$ cat src/hw/rtl/dps_pkg.sv
// Shared types and constants for the decimal pattern scanner.
package dps_pkg;

    localparam int FMT_MAX     = 16;
    localparam int FMT_STORE   = 16;
    localparam int FMT_BYTES   = (FMT_MAX < FMT_STORE) ? FMT_MAX : FMT_STORE;
    localparam int FMT_IDX_W   = $clog2(FMT_STORE);
    localparam int POS_W       = 5;
    localparam int VAL_W       = 64;
    localparam int NUM_SLOTS   = 3;
    localparam int OUT_RAW_W   = 2 + NUM_SLOTS * VAL_W;
    localparam int OUT_W       = ((OUT_RAW_W + 7) / 8) * 8;

    localparam logic [POS_W-1:0] POS_DONE    = 5'd31;
    localparam logic [POS_W-1:0] FMT_LEN_CAP = 5'(FMT_BYTES);

    localparam logic [1:0] REG_FMT_LOW  = 2'd0;
    localparam logic [1:0] REG_FMT_HIGH = 2'd1;
    localparam logic [1:0] REG_FMT_LEN  = 2'd2;

    localparam logic [7:0] CH_PCT  = 8'h25;
    localparam logic [7:0] CH_L    = 8'h6C;
    localparam logic [7:0] CH_U    = 8'h75;
    localparam logic [7:0] CH_ZERO = 8'h30;
    localparam logic [7:0] CH_NINE = 8'h39;
    localparam logic [7:0] CH_SP   = 8'h20;
    localparam logic [7:0] CH_TAB  = 8'h09;
    localparam logic [7:0] CH_CR   = 8'h0D;
    localparam logic [7:0] CH_NUL  = 8'h00;

    localparam logic [1:0] FIELDS_MAX = 2'd3;

    typedef enum logic [1:0] {
        ST_IDLE,
        ST_STEP,
        ST_EMIT
    } state_t;

    typedef struct packed {
        logic       load;
        logic       start;
        logic [1:0] slot;
        logic [3:0] digit;
        logic       emit;
        logic [1:0] count;
    } acc_cmd_t;

    function automatic logic is_ws(input logic [7:0] c);
        return (c == CH_SP) || ((c >= CH_TAB) && (c <= CH_CR));
    endfunction

    function automatic logic is_digit(input logic [7:0] c);
        return (c >= CH_ZERO) && (c <= CH_NINE);
    endfunction

endpackage

$ cat src/hw/rtl/dps_fmt.sv
// Format register file with byte lookup and token pattern flags.
module dps_fmt (
    input  logic                          clk,
    input  logic                          rst_n,
    input  logic                          cfg_valid,
    output logic                          cfg_ready,
    input  logic [1:0]                    cfg_index,
    input  logic [63:0]                   cfg_data,
    input  logic [dps_pkg::POS_W-1:0]     pos,
    output logic [7:0]                    fmt_byte,
    output logic                          fmt_llu
);

    logic [63:0]                fmt_low_reg;
    logic [63:0]                fmt_high_reg;
    logic [dps_pkg::POS_W-1:0]  fmt_len_reg;
    logic [dps_pkg::POS_W-1:0]  eff_len;
    logic [7:0]                 fmt_bytes [dps_pkg::FMT_STORE];
    logic [dps_pkg::FMT_STORE-1:0] llu_flags;
    logic                       wr_en;

    assign cfg_ready = 1'b1;
    assign wr_en     = cfg_valid & cfg_ready;

    always_ff @(posedge clk or negedge rst_n)
    begin
        if (!rst_n)
        begin
            fmt_low_reg  <= '0;
            fmt_high_reg <= '0;
            fmt_len_reg  <= '0;
        end
        else if (wr_en)
        begin
            unique case (cfg_index)
                dps_pkg::REG_FMT_LOW:  fmt_low_reg  <= cfg_data;
                dps_pkg::REG_FMT_HIGH: fmt_high_reg <= cfg_data;
                dps_pkg::REG_FMT_LEN:  fmt_len_reg  <= cfg_data[dps_pkg::POS_W-1:0];
                default:               ;
            endcase
        end
    end

    assign eff_len = (fmt_len_reg > dps_pkg::FMT_LEN_CAP) ? dps_pkg::FMT_LEN_CAP : fmt_len_reg;

    always_comb
    begin
        for (int i = 0; i < 8; i++)
        begin
            fmt_bytes[i]     = fmt_low_reg[8*i +: 8];
            fmt_bytes[i + 8] = fmt_high_reg[8*i +: 8];
        end
    end

    always_comb
    begin
        for (int p = 0; p < dps_pkg::FMT_STORE; p++)
        begin
            if (p + 3 < dps_pkg::FMT_STORE)
            begin
                llu_flags[p] = (6'(p + 3) < {1'b0, eff_len})
                             && (fmt_bytes[p + 1] == dps_pkg::CH_L)
                             && (fmt_bytes[p + 2] == dps_pkg::CH_L)
                             && (fmt_bytes[p + 3] == dps_pkg::CH_U);
            end
            else
            begin
                llu_flags[p] = 1'b0;
            end
        end
    end

    always_comb
    begin
        if (pos < eff_len)
        begin
            fmt_byte = fmt_bytes[pos[dps_pkg::FMT_IDX_W-1:0]];
            fmt_llu  = llu_flags[pos[dps_pkg::FMT_IDX_W-1:0]];
        end
        else
        begin
            fmt_byte = dps_pkg::CH_NUL;
            fmt_llu  = 1'b0;
        end
    end

endmodule

$ cat src/hw/rtl/dps_acc.sv
// Value slots, shared multiply-by-ten-and-add unit and result register.
module dps_acc (
    input  logic                       clk,
    input  logic                       rst_n,
    input  dps_pkg::acc_cmd_t          cmd,
    output logic                       out_free,
    output logic                       m_tvalid,
    input  logic                       m_tready,
    output logic [dps_pkg::OUT_W-1:0]  m_tdata
);

    logic [dps_pkg::VAL_W-1:0] slot_reg [dps_pkg::NUM_SLOTS];
    logic [dps_pkg::VAL_W-1:0] base;
    logic [dps_pkg::VAL_W-1:0] mac;
    logic [dps_pkg::VAL_W-1:0] shown [dps_pkg::NUM_SLOTS];
    logic                      out_valid_reg;
    logic [dps_pkg::OUT_W-1:0] out_data_reg;
    logic [dps_pkg::OUT_W-1:0] out_data_next;

    assign base = cmd.start ? '0 : slot_reg[cmd.slot];
    assign mac  = (base << 3) + (base << 1) + dps_pkg::VAL_W'(cmd.digit);

    always_ff @(posedge clk or negedge rst_n)
    begin
        if (!rst_n)
        begin
            for (int k = 0; k < dps_pkg::NUM_SLOTS; k++)
            begin
                slot_reg[k] <= '0;
            end
        end
        else if (cmd.emit)
        begin
            for (int k = 0; k < dps_pkg::NUM_SLOTS; k++)
            begin
                slot_reg[k] <= '0;
            end
        end
        else if (cmd.load && (cmd.slot != dps_pkg::FIELDS_MAX))
        begin
            slot_reg[cmd.slot] <= mac;
        end
    end

    always_comb
    begin
        for (int k = 0; k < dps_pkg::NUM_SLOTS; k++)
        begin
            shown[k] = (2'(k) < cmd.count) ? slot_reg[k] : '0;
        end
        out_data_next = {(dps_pkg::OUT_W - dps_pkg::OUT_RAW_W)'(0),
                         shown[2], shown[1], shown[0], cmd.count};
    end

    assign out_free = !out_valid_reg || m_tready;

    always_ff @(posedge clk or negedge rst_n)
    begin
        if (!rst_n)
        begin
            out_valid_reg <= 1'b0;
        end
        else if (cmd.emit)
        begin
            out_valid_reg <= 1'b1;
        end
        else if (m_tready)
        begin
            out_valid_reg <= 1'b0;
        end
    end

    always_ff @(posedge clk)
    begin
        if (cmd.emit)
        begin
            out_data_reg <= out_data_next;
        end
    end

    assign m_tvalid = out_valid_reg;
    assign m_tdata  = out_data_reg;

endmodule

$ cat src/hw/rtl/dps_ctrl.sv
// Scan sequencer: walks the format one element per cycle for each item.
module dps_ctrl (
    input  logic                       clk,
    input  logic                       rst_n,
    input  logic                       s_tvalid,
    output logic                       s_tready,
    input  logic [7:0]                 s_tdata,
    input  logic                       s_tlast,
    output logic [dps_pkg::POS_W-1:0]  pos,
    input  logic [7:0]                 fmt_byte,
    input  logic                       fmt_llu,
    input  logic                       out_free,
    output dps_pkg::acc_cmd_t          cmd
);

    dps_pkg::state_t            state_reg, state_next;
    logic [7:0]                 char_reg, char_next;
    logic [dps_pkg::POS_W-1:0]  pos_reg, pos_next;
    logic                       in_num_reg, in_num_next;
    logic                       failed_reg, failed_next;
    logic [1:0]                 fields_reg, fields_next;

    logic                       accept;
    logic                       c_dig;
    logic                       c_ws;
    logic [3:0]                 c_val;
    logic [1:0]                 fields_inc;
    logic [2:0]                 count_sum;
    logic [1:0]                 count;
    logic                       step_done;

    assign s_tready   = (state_reg == dps_pkg::ST_IDLE);
    assign accept     = s_tvalid & s_tready;
    assign pos        = pos_reg;
    assign c_dig      = dps_pkg::is_digit(char_reg);
    assign c_ws       = dps_pkg::is_ws(char_reg);
    assign c_val      = 4'(char_reg - dps_pkg::CH_ZERO);
    assign fields_inc = (fields_reg != dps_pkg::FIELDS_MAX) ? fields_reg + 2'd1 : fields_reg;
    assign count_sum  = {1'b0, fields_reg} + {2'b0, in_num_reg};
    assign count      = failed_reg ? 2'd0
                      : ((count_sum > 3'd3) ? dps_pkg::FIELDS_MAX : count_sum[1:0]);

    always_comb
    begin
        if (in_num_reg)
        begin
            step_done = c_dig;
        end
        else if (fmt_byte == dps_pkg::CH_NUL)
        begin
            step_done = 1'b1;
        end
        else if (dps_pkg::is_ws(fmt_byte))
        begin
            step_done = c_ws;
        end
        else
        begin
            step_done = 1'b1;
        end
    end

    always_ff @(posedge clk or negedge rst_n)
    begin
        if (!rst_n)
        begin
            state_reg  <= dps_pkg::ST_IDLE;
            pos_reg    <= '0;
            in_num_reg <= 1'b0;
            failed_reg <= 1'b0;
            fields_reg <= '0;
        end
        else
        begin
            state_reg  <= state_next;
            pos_reg    <= pos_next;
            in_num_reg <= in_num_next;
            failed_reg <= failed_next;
            fields_reg <= fields_next;
        end
    end

    always_ff @(posedge clk)
    begin
        char_reg <= char_next;
    end

    always_comb
    begin
        state_next = state_reg;
        unique case (state_reg)
            dps_pkg::ST_IDLE:
            begin
                if (accept)
                begin
                    if (s_tlast)
                    begin
                        state_next = dps_pkg::ST_EMIT;
                    end
                    else if (!failed_reg && (s_tdata != dps_pkg::CH_NUL))
                    begin
                        state_next = dps_pkg::ST_STEP;
                    end
                end
            end
            dps_pkg::ST_STEP:
            begin
                if (step_done)
                begin
                    state_next = dps_pkg::ST_IDLE;
                end
            end
            dps_pkg::ST_EMIT:
            begin
                if (out_free)
                begin
                    state_next = dps_pkg::ST_IDLE;
                end
            end
            default:
            begin
                state_next = dps_pkg::ST_IDLE;
            end
        endcase
    end

    always_comb
    begin
        char_next   = char_reg;
        pos_next    = pos_reg;
        in_num_next = in_num_reg;
        failed_next = failed_reg;
        fields_next = fields_reg;
        cmd         = '0;
        cmd.slot    = fields_reg;
        cmd.digit   = c_val;
        cmd.count   = count;
        unique case (state_reg)
            dps_pkg::ST_IDLE:
            begin
                if (accept && !s_tlast && !failed_reg)
                begin
                    char_next = s_tdata;
                    if (s_tdata == dps_pkg::CH_NUL)
                    begin
                        if (in_num_reg)
                        begin
                            in_num_next = 1'b0;
                            fields_next = fields_inc;
                        end
                        pos_next = dps_pkg::POS_DONE;
                    end
                end
            end
            dps_pkg::ST_STEP:
            begin
                if (in_num_reg)
                begin
                    if (c_dig)
                    begin
                        cmd.load = 1'b1;
                    end
                    else
                    begin
                        in_num_next = 1'b0;
                        fields_next = fields_inc;
                    end
                end
                else if (fmt_byte == dps_pkg::CH_NUL)
                begin
                    pos_next = pos_reg;
                end
                else if (dps_pkg::is_ws(fmt_byte))
                begin
                    if (!c_ws)
                    begin
                        pos_next = pos_reg + 5'd1;
                    end
                end
                else if (fmt_byte == dps_pkg::CH_PCT)
                begin
                    if (!fmt_llu || (fields_reg == dps_pkg::FIELDS_MAX) || !c_dig)
                    begin
                        failed_next = 1'b1;
                    end
                    else
                    begin
                        cmd.load    = 1'b1;
                        cmd.start   = 1'b1;
                        in_num_next = 1'b1;
                        pos_next    = pos_reg + 5'd4;
                    end
                end
                else if (char_reg != fmt_byte)
                begin
                    failed_next = 1'b1;
                end
                else
                begin
                    pos_next = pos_reg + 5'd1;
                end
            end
            dps_pkg::ST_EMIT:
            begin
                if (out_free)
                begin
                    cmd.emit    = 1'b1;
                    pos_next    = '0;
                    in_num_next = 1'b0;
                    failed_next = 1'b0;
                    fields_next = '0;
                end
            end
            default:
            begin
                pos_next = pos_reg;
            end
        endcase
    end

endmodule

$ cat src/hw/rtl/decimal_pattern_scanner.sv
// Top level of the decimal pattern scanner.
//
//  Channel   Signals                                  Direction  Item
//  s_*       s_tvalid s_tready s_tdata[7:0] s_tlast   in         one character or end mark
//  m_*       m_tvalid m_tready m_tdata[199:0]         out        count and three values
//  cfg_*     cfg_valid cfg_ready cfg_index cfg_data   in         format register write
//
//  A character is accepted in ST_IDLE, then ST_STEP visits the format elements it needs
//  (whitespace skips and closing a number each add a visit) before returning to ST_IDLE.
//  A zero character, or any character after a failure, is taken in ST_IDLE alone.
//  An end item goes through ST_EMIT, waiting there while m_tready is low and a result is held.
//  Characters keep flowing while a result waits in the output register.
//  rst_n clears the format registers, the scan state and the output valid.
module decimal_pattern_scanner (
    input  logic                       clk,
    input  logic                       rst_n,
    input  logic                       s_tvalid,
    output logic                       s_tready,
    input  logic [7:0]                 s_tdata,   // [7:0] char_in
    input  logic                       s_tlast,   // end_of_input
    output logic                       m_tvalid,
    input  logic                       m_tready,
    output logic [dps_pkg::OUT_W-1:0]  m_tdata,   // [1:0] match_count, [65:2] value_first,
                                                  // [129:66] value_second,
                                                  // [193:130] value_third, [199:194] zero
    input  logic                       cfg_valid,
    output logic                       cfg_ready,
    input  logic [1:0]                 cfg_index,
    input  logic [63:0]                cfg_data
);

    logic [dps_pkg::POS_W-1:0] pos;
    logic [7:0]                fmt_byte;
    logic                      fmt_llu;
    logic                      out_free;
    dps_pkg::acc_cmd_t         cmd;

    dps_fmt u_fmt (
        .clk       (clk),
        .rst_n     (rst_n),
        .cfg_valid (cfg_valid),
        .cfg_ready (cfg_ready),
        .cfg_index (cfg_index),
        .cfg_data  (cfg_data),
        .pos       (pos),
        .fmt_byte  (fmt_byte),
        .fmt_llu   (fmt_llu)
    );

    dps_ctrl u_ctrl (
        .clk      (clk),
        .rst_n    (rst_n),
        .s_tvalid (s_tvalid),
        .s_tready (s_tready),
        .s_tdata  (s_tdata),
        .s_tlast  (s_tlast),
        .pos      (pos),
        .fmt_byte (fmt_byte),
        .fmt_llu  (fmt_llu),
        .out_free (out_free),
        .cmd      (cmd)
    );

    dps_acc u_acc (
        .clk      (clk),
        .rst_n    (rst_n),
        .cmd      (cmd),
        .out_free (out_free),
        .m_tvalid (m_tvalid),
        .m_tready (m_tready),
        .m_tdata  (m_tdata)
    );

endmodule

$ cat config.mk
export PLATFORM = sky130hd
export DESIGN_NAME = decimal_pattern_scanner
export DESIGN_NICKNAME = d
export VERILOG_FILES = /design/src/hw/rtl/dps_pkg.sv /design/src/hw/rtl/dps_fmt.sv /design/src/hw/rtl/dps_acc.sv /design/src/hw/rtl/dps_ctrl.sv /design/src/hw/rtl/decimal_pattern_scanner.sv
export SDC_FILE = /design/constraint.sdc
export NUM_CORES = 1
export LEC_CHECK = 0
export ABC_AREA = 1
export BUFFER_PORTS_ARGS = -buffer_cell sky130_fd_sc_hd__buf_2
export CAP_MARGIN = 20
export CORE_ASPECT_RATIO = 0.7
export CORE_MARGIN = 3
export CORE_UTILIZATION = 50
export DETAILED_ROUTE_END_ITERATION = 10
export PLACE_DENSITY = 0.67
export SLEW_MARGIN = 20
export SYNTH_ARGS = -nofsm -noshare
export SYNTH_HDL_FRONTEND = slang
export SYNTH_SLANG_ARGS = --single-unit
$ cat constraint.sdc
create_clock -name clk -period 7.8 [get_ports clk]
set_input_delay 0.78 -clock clk [delete_from_list [all_inputs] [get_ports clk]]
set_output_delay 0.78 -clock clk [all_outputs]
set_load 0.05 [all_outputs]
* After elaboration in Yosys (flattened, before gate mapping)
Index checks and enable logic that the tools add are counted.
** Storage, ports and cells
- Logic and storage cells :: 259
- Register bits after elaboration :: 539
- Output and inout bits :: 203
** Cells by class
- Eq/ne operators :: 54
- Bitwise gates (word level) :: 3
- Reductions and logical operators :: 75
- Muxes and demuxes :: 74
- Add/subtract/negate cells :: 7
- Order comparisons :: 29
** Operators with widths (number)
- $mux 192 :: 2
- $eq 8x7->1 const B :: 27
- $bwmux 192 :: 1
- $mux 63 :: 3
- $bmux 64 s2 :: 1
- $demux 64 s2 :: 1
- $add 64x4->64 :: 1
- $add 64x64->64 :: 1
- $mux 64 :: 1
- $mux 5 :: 11
- $logic_and 1x1->1 :: 47
- $lt 4x5->1 const A :: 8
- $mux 2 :: 18
- $bmux 8 s4 :: 1
- $mux 1 :: 26
- $eq 8x6->1 const B :: 3
- $mux 8 :: 3
- $lt 3x5->1 const A :: 4
- $ne 2x2->1 const B :: 10
- $ge 8x4->1 const B :: 2
- $le 8x4->1 const B :: 2
- $logic_not 8->1 :: 2
- $pmux 5 s3 :: 1
- $reduce_and 7->1 :: 2
- 41 further kinds :: 64

* Logic depth before layout (Yosys ltp)
Gate-level depths: netlist of run 1.
- Depth in word-level cells :: 24
- Mapped depth :: 42

* Hierarchy
A second synthesis of run 1 with hierarchy kept.
** Unflattened totals
- Cells, all modules :: 4068
- Area total of the unflattened synthesis :: 30889.6 µm²
** Modules (own cells, without submodules)
- dps_acc :: seq. area each 10655.2 µm², cells an instance 2832, times used 1, area an instance 22118.7 µm²
- dps_fmt :: seq. area each 3328.2 µm², cells an instance 1007, times used 1, area an instance 7218.2 µm²
- dps_ctrl :: seq. area each 515.5 µm², cells an instance 229, times used 1, area an instance 1552.7 µm²

* Worst setup path after synthesis of run 1
No wires, ideal clock.
- Kind :: input -> register
- Start :: input port m_tready
- End :: register u_acc.out_data_reg (netlist bit u_acc.m_tdata[0]) (enable)
- Arrival time :: 6.636 ns
- Stages :: 5
- Library setup time :: 0.634 ns
- Path slack :: 0.530 ns
- Data required time :: 7.166 ns
- Path through :: inv_1 > nand2_1 > nand2_1 > clkinv_1 > clkbuf_1
** RTL lines
- start, declared :: RTL line decimal_pattern_scanner.sv:22 : input logic m_tready,
- end signal, assigned :: RTL line dps_acc.sv:77 : out_data_reg <= out_data_next;
- end, declared :: RTL line dps_acc.sv:17 : logic [dps_pkg::OUT_W-1:0] out_data_reg;

* Final worst setup path of run 1
- Start :: register u_ctrl.pos_reg (netlist bit u_ctrl.pos[2])
- End :: register u_acc.slot_reg[52] in the netlist's numbering
** Between the ends
- Longest elaborated chain between the ends :: 18
** Ends and longest elaborated chain
- start, declared :: RTL line dps_ctrl.sv:18 : logic [dps_pkg::POS_W-1:0] pos_reg, pos_next;
- start signal, assigned :: RTL line dps_ctrl.sv:76 : pos_reg <= pos_next;
- $not 4->5 (implied by the code) or $bmux 1 s4 (tied branches) :: RTL line dps_fmt.sv:77, dps_fmt.sv:78
- $bmux 8 s4 or $mux 1 (tied branches) :: RTL line dps_fmt.sv:77, dps_fmt.sv:78
- $mux 8 (implied by the code) or $mux 1 (tied branches) :: RTL line dps_fmt.sv:77, dps_fmt.sv:75
- $mux 8 (implied by the code) or $logic_not 1->1 (tied branches) :: RTL line dps_fmt.sv:77, dps_ctrl.sv:182
- $mux 8 or $logic_or 1x1->1 (tied branches) :: RTL line dps_fmt.sv:75, dps_ctrl.sv:182
- $ge 8x4->1, or another cell as far along :: RTL line dps_pkg.sv:49 : return (c == CH_SP) || ((c >= CH_TAB) && (c <= CH_CR));
- $logic_and 1x1->1 or $mux 2 (tied branches) :: RTL line dps_pkg.sv:49, dps_ctrl.sv:182
- $logic_or 1x1->1 or $mux 2 (tied branches) :: RTL line dps_pkg.sv:49, dps_ctrl.sv:180
- [2 not listed]
- $mux 1 :: RTL line dps_ctrl.sv:157 : if (in_num_reg)
- $mux 2 (*) :: RTL line dps_ctrl.sv:138 : unique case (state_reg)
- $mux 63 :: RTL line dps_acc.sv:20 : assign base = cmd.start ? '0 : slot_reg[cmd.slot];
- $add 64x64->64 :: RTL line dps_acc.sv:21 : assign mac = (base << 3) + (base << 1) + dps_pkg::VAL_W'(cmd.digit);
- $add 64x4->64 :: RTL line dps_acc.sv:21
- $bwmux 192 :: RTL line dps_acc.sv:41 : slot_reg[cmd.slot] <= mac;
- $mux 192 :: RTL line dps_acc.sv:39 : else if (cmd.load && (cmd.slot != dps_pkg::FIELDS_MAX))
- $mux 192 :: RTL line dps_acc.sv:32 : else if (cmd.emit)
- end signal, assigned by index :: RTL line dps_acc.sv:41
- end, declared :: RTL line dps_acc.sv:12 : logic [dps_pkg::VAL_W-1:0] slot_reg [dps_pkg::NUM_SLOTS];
Every way passes the cells marked *; elsewhere a longest branch is shown, timed or not. The select of a mux whose other input is x is not followed.
A chain may end at the register's enable or synchronous reset.

==> flow_summary.ini, run 1 <==
[status]
status = finished clean

[synth]
yosys_register_bits = 539
synth_most_common_cell = nand2_1
synth.largest_area_cell = dfrtp_1
ys_async_sr_fraction = 0.625
synth.area.top_cells = dfrtp_1 28%, edfxtp_1 20%, nand2_1 13%, inv_1 6.6%, nand3_1 6.1%
yosys_most_used_dff = dfrtp_1
synth.top_cells.by_count = 1075 x nand2_1, 535 x inv_1, 449 x nor2_1
synth-edff-count = 202
syn_area_per_cell_um2 = 7.72
synth_top_area_share = 0.277
netlist_instances = 3950
yosysUniqueCellTypes = 46
yosys_warnings = 0
ys_seq_area_frac = 0.476
syn-cell-area_mm2 = 0.0305

[sta]
finalWorstSetupSlack_ps = 1060
relSlewSlack = 0.345
setup-violations-final = 0
worstMarginPinSlew_ps = 982
rsz0062_at_grt = false
finalCriticalPeriod_ps = 6740
maxClockFrequency_ghz = 0.148
fin_skew_ps = 35.8
finalHoldViolations = 0
fin_crit_sh = 0.864
finalSetupTns_ps = 0
drv_slew = 0
holdWs_ps = 116

[place]
dp_hpwl_um = 69300
port_buffers = 275
placed_cells = 4897
gp_congestion = 1.03
place_ws_ps = 1150

[finish]
syn_to_final_growth_pct = 12.3
fill_cells = 5602
final_cells = 4996
final_core_util = 0.569
largest_register_ffs = 194
diodes = 0
drive_above_1_share = 0.101
nets = 4363

[routing]
drt-total-wl_um = 95600
drt_iter0_drc = 3221
drc_errors = 0
wl_per_cell_um = 19.1
final_antenna_net_count = 0
viasPerCell = 5.43
first_pass_iters = 6
vias = 27100

[setup_path]
cp.arrival_ps = 7220
path_class = reg -> reg
worstPathMaxFanout = 26
cp-start-kind = register
cp-end-kind = register
crit_required_ps = 8280

[power]
p_leak_nw = 16.9
irDropWorstVdd_mv = 0.298
pwr_density_cell_mw_per_mm2 = 364

[clock_tree]
hold_buffers = 0
tritoncts = done
cts_num_sinks = 539
ctsResizeCount = 0
ctsRootBufferMaster = clkbuf_16
cts.reportedPaths.clkPinSlew_ps = 70
cts_buffer_depth = 3
cts_setup_buffers = 0
clock_latency_ps = 620
htree_levels = 2
numCtsBuffers = 53

[run]
maxCapViolCount = 0

[grt]
first_global_vias = 24700
grt_max_degree = 153
grt.overflow.total = 0
antenna_found_initial = 0
grt_usage = 0.294
grt_pass1_wl_um = 146000

[floorplan]
rows = 75
die_h_um = 213
io_pins = 283
start_util = 0.507
core_mm2 = 0.0602
die-area_mm2 = 0.0640
die_w_um = 301

[min_path]
hold_class = in -> async
## per-stage QoR
step | total power, mW | instance area (um2)
after floorplan | 8.08 | 30500
after global placement | 9.76 | 32500
after detailed placement | 9.78 | 32500
after CTS | 12.4 | 34200
after global routing | 13.2 | 34200
final | 12.5 | 34200
## final timing paths
check / startpoint / endpoint / slack (ps) / depth (start not counted)
max: u_ctrl.pos[2] / u_acc.slot_reg[52] / 1060 / 27
min: rst_n / u_fmt.fmt_high_reg[45] / 120 / 1
max reg2reg: u_ctrl.pos[2] / u_acc.slot_reg[52] / 1060 / 27
min reg2reg: u_fmt.fmt_low_reg[3] / u_fmt.fmt_low_reg[3] / 490 / 2
max in group asynchronous: rst_n / u_acc.slot_reg[94] / 6280 / 2
min in group clk: s_tdata[7] / u_ctrl.char_reg[7] / 390 / 1
## logic make-up (layout without fill, tap and decap cells)
logic type	count (synthesis)	count (layout)	share of synthesized area
mux	1	1	0.000369
simple gates	2003	2003	0.270
xor+xnor	59	59	0.0169
flops	539	539	0.476
other cells	2	7	0.000246
fa+ha+maj	139	139	0.0575
buf+inv	716	949	0.0924
compound gates	491	491	0.0868
## layout by cell type, fill, tap and decap left out, types with 11 or more instances in the layout
cell and count:
a21o_1 13, a21oi_1 109, a31oi_1 13, buf_2 274, buf_4 32, clkbuf_16 55, dfrtp_1 334, edfxtp_1 202
ha_1 137, inv_1 535, nand2_1 1070, nand3_1 367, nand3b_1 13, nand4_1 35, nor2_1 448, nor3_1 41
o21ai_0 274, o22ai_1 54, xnor2_1 11, xor2_1 48
## power by group
group | internal [mW] | total, mW | switching, mW
logic | 1.55 | 6.05 | 4.51
registers | 3.45 | 3.82 | 0.366
clock network | 1.44 | 2.59 | 1.15
total | 6.44 | 12.5 | 6.02
## worst max-delay path, cell delays in order, from the launching register on
cell      delay [ps]
dfrtp_1          760
ha_1             360
a21oi_1          150
o21ai_0          110
a21oi_2          400
nand3_1          280
inv_1            100
nand4_1          150
nor2_4           250
nand3_2          530
nand2_1          210
inv_1            110
fa_1             520
fa_1             470
nand2_1           70
inv_1             50
nand2_1           50
nand3_1          130
nand2_1          100
nand2_1          140
a21oi_1          310
o21ai_0          270
nand2_1          230
o211ai_1         200
xnor2_1          370
nor3_1            80
nand2_1          100
nand2_1           60
## cell type report
| cell class | instances | area [um2] | area share |
|---|---|---|---|
| Sequential cell | 539 | 14500 | 0.424 |
| Multi-Input combinational cell | 2700 | 13300 | 0.387 |
| Inverter | 538 | 2030 | 0.0592 |
| Timing Repair Buffer | 312 | 1710 | 0.0499 |
| Clock buffer | 68 | 1480 | 0.0431 |
| Tap cell | 808 | 1010 | 0.0295 |
| Clock inverter | 31 | 260 | 0.00760 |
## metal layers
layer	routed length, um	up-vias	global-route usage
li1	-	13100	-
met1	47200	12700	0.486
met2	36300	1230	0.380
met3	10600	95	0.0762
met4	1440	2	0.0508
met5	41	-	0.00521
No activity file was read; power rests on OpenSTA's default activity.
==> run 2: changes to the inputs <==
--- a/config.mk
+++ b/config.mk
@@ -8,11 +8,14 @@
 export ABC_AREA = 1
 export BUFFER_PORTS_ARGS = -buffer_cell sky130_fd_sc_hd__buf_2
 export CAP_MARGIN = 20
+export CELL_PAD_IN_SITES_DETAIL_PLACEMENT = 1
+export CELL_PAD_IN_SITES_GLOBAL_PLACEMENT = 1
 export CORE_ASPECT_RATIO = 0.7
 export CORE_MARGIN = 3
-export CORE_UTILIZATION = 50
+export CORE_UTILIZATION = 24
 export DETAILED_ROUTE_END_ITERATION = 10
-export PLACE_DENSITY = 0.67
+export PLACE_DENSITY = 0.47
+export SKIP_LAST_GASP = 1
 export SLEW_MARGIN = 20
 export SYNTH_ARGS = -nofsm -noshare
 export SYNTH_HDL_FRONTEND = slang
==> flow_summary.ini, run 2 (synthesized netlist as in run 1, its figures left out) <==
[setup_path]
cp-end-kind = register
path_class = reg -> reg
crit_required_ps = 8320
crit_buf_inv = 4
max_stage_delay_ps = 510
worstPathMaxFanout = 32
cp-start-kind = register
critPathSlowestCell = fa_1
path_delay_family = simple AND/OR/NAND/NOR gates
cp.arrival_ps = 7050
critPathMostFrequentCell = nand2_1

[place]
place_area_mm2 = 0.0336
port_buffers = 275
place_ws_ps = 1270
dp_hpwl_um = 92300
gp_congestion = 0.881

[sta]
worstMarginPinSlew_ps = 1070
drv_slew = 0
finalWorstSetupSlack_ps = 1280
fin_skew_ps = 18.1
fin_crit_sh = 0.836
finalHoldViolations = 0
relSlewSlack = 0.290
rsz0062_at_grt = false
setup-violations-final = 0
maxClockFrequency_ghz = 0.153
finalCriticalPeriod_ps = 6520
finalSetupTns_ps = 0
holdWs_ps = 151

[min_path]
hold_class = in -> async

[routing]
drt_iter0_drc = 1821
final_antenna_net_count = 0
vias = 26900
viasPerCell = 4.58
drc_errors = 0
first_pass_iters = 5
wl_per_cell_um = 21.1
drt-total-wl_um = 124000

[clock_tree]
htree_levels = 3
cts_setup_buffers = 0
numCtsBuffers = 66
tritoncts = done
cts_num_sinks = 539
hold_buffers = 0
ctsRootBufferMaster = clkbuf_16
cts_buffer_depth = 3
ctsResizeCount = 0
clock_latency_ps = 640
cts.reportedPaths.clkPinSlew_ps = 60

[floorplan]
core_mm2 = 0.125
die_w_um = 432
start_util = 0.244
die_h_um = 304
die-area_mm2 = 0.131
io_pins = 283
rows = 108

[grt]
grt.overflow.total = 0
grt_pass1_wl_um = 187000
first_global_vias = 27900
grt_usage = 0.187
grt_max_degree = 109
antenna_found_initial = 1

[power]
p_comb_frac = 0.478
p_int_mw = 6.81
clock_power_share = 0.232
irDropWorstVdd_mv = 0.181
p_leak_nw = 17.2
power.switching_mw = 6.54
p_sw_frac = 0.490
pwr_density_cell_mw_per_mm2 = 373
power_frac_seq = 0.290

[finish]
fill_cells = 15100
syn_to_final_growth_pct = 17.3
final_core_util = 0.286
layout_commonest_cell = nand2_1
drive_above_1_share = 0.104
mostFrequentLayoutCells = 1070 x nand2_1, 535 x inv_1, 448 x nor2_1, 367 x nand3_1, 334 x dfrtp_1
final_area_mm2 = 0.0358
largest_register_ffs = 194
nets = 4385

[run]
maxCapViolCount = 0

[status]
status = finished clean
-- run 2: cell count changes in the layout (fill, tap and decap cells not counted), sizes merged --
cell	previous run	this run
buf	312	321
diode	0	1
inv	540	542
clkbuf	68	98
clkinvlp	8	1
bufinv	3	2
clkinv	18	15
-- run 2: path summary, 6_finish.rpt --
kind	start	to	slack (ps)	cells after the start
max	u_fmt.fmt_len_reg[2]	u_acc.slot_reg[180]	1280	32
min in group clk	s_tdata[7]	u_ctrl.char_reg[7]	400	1
max in group asynchronous	rst_n	u_fmt.fmt_high_reg[25]	6300	2
max reg2reg	u_fmt.fmt_len_reg[2]	u_acc.slot_reg[180]	1280	32
min	rst_n	u_fmt.fmt_low_reg[44]	150	1
min reg2reg	u_fmt.fmt_high_reg[57]	u_fmt.fmt_high_reg[57]	490	2
-- run 2: final cells by class --
cell class                 instances  area, um2  area share
multi-input combinational       2700      13300       0.371
antenna                            1       2.50   0.0000700
inverter                         538       2030      0.0567
sequential                       539      14500       0.406
timing repair buffer             321       1770      0.0495
clock buffer                      98       1930      0.0538
clock inverter                    22        208     0.00581
tap                             1650       2060      0.0577
-- run 2: power by group through the flow --
stage / combinational (mW) / clock [mW] / sequential, mW
final: 6.38 / 3.10 / 3.87
after global routing: 7.09 / 3.33 / 3.94
after CTS: 6.44 / 3.22 / 3.89
after detailed placement: 6.39 / 0 / 3.93
after global placement: 6.42 / 0 / 3.95
after floorplan: 3.55 / 0 / 4.54
-- run 2: through the flow --
stage,cells,power (mW)
after CTS,5868,13.5
after floorplan,3955,8.08
after detailed placement,5748,10.3
after global placement,5748,10.4
after global routing,5868,14.4
final,5869,13.3
-- run 2: layer usage --
| metal | routed length (um) | global-route usage | vias up | part of all wire |
|---|---|---|---|---|
| met1 | 69000 | 0.307 | 13100 | 0.56 |
| met4 | 1780 | 0.0317 | 0 | 0.014 |
| li1 | - | - | 13100 | - |
| met3 | 5340 | 0.0296 | 100 | 0.043 |
| met2 | 47800 | 0.252 | 476 | 0.39 |
| met5 | 0 | 0 | - | 0 |
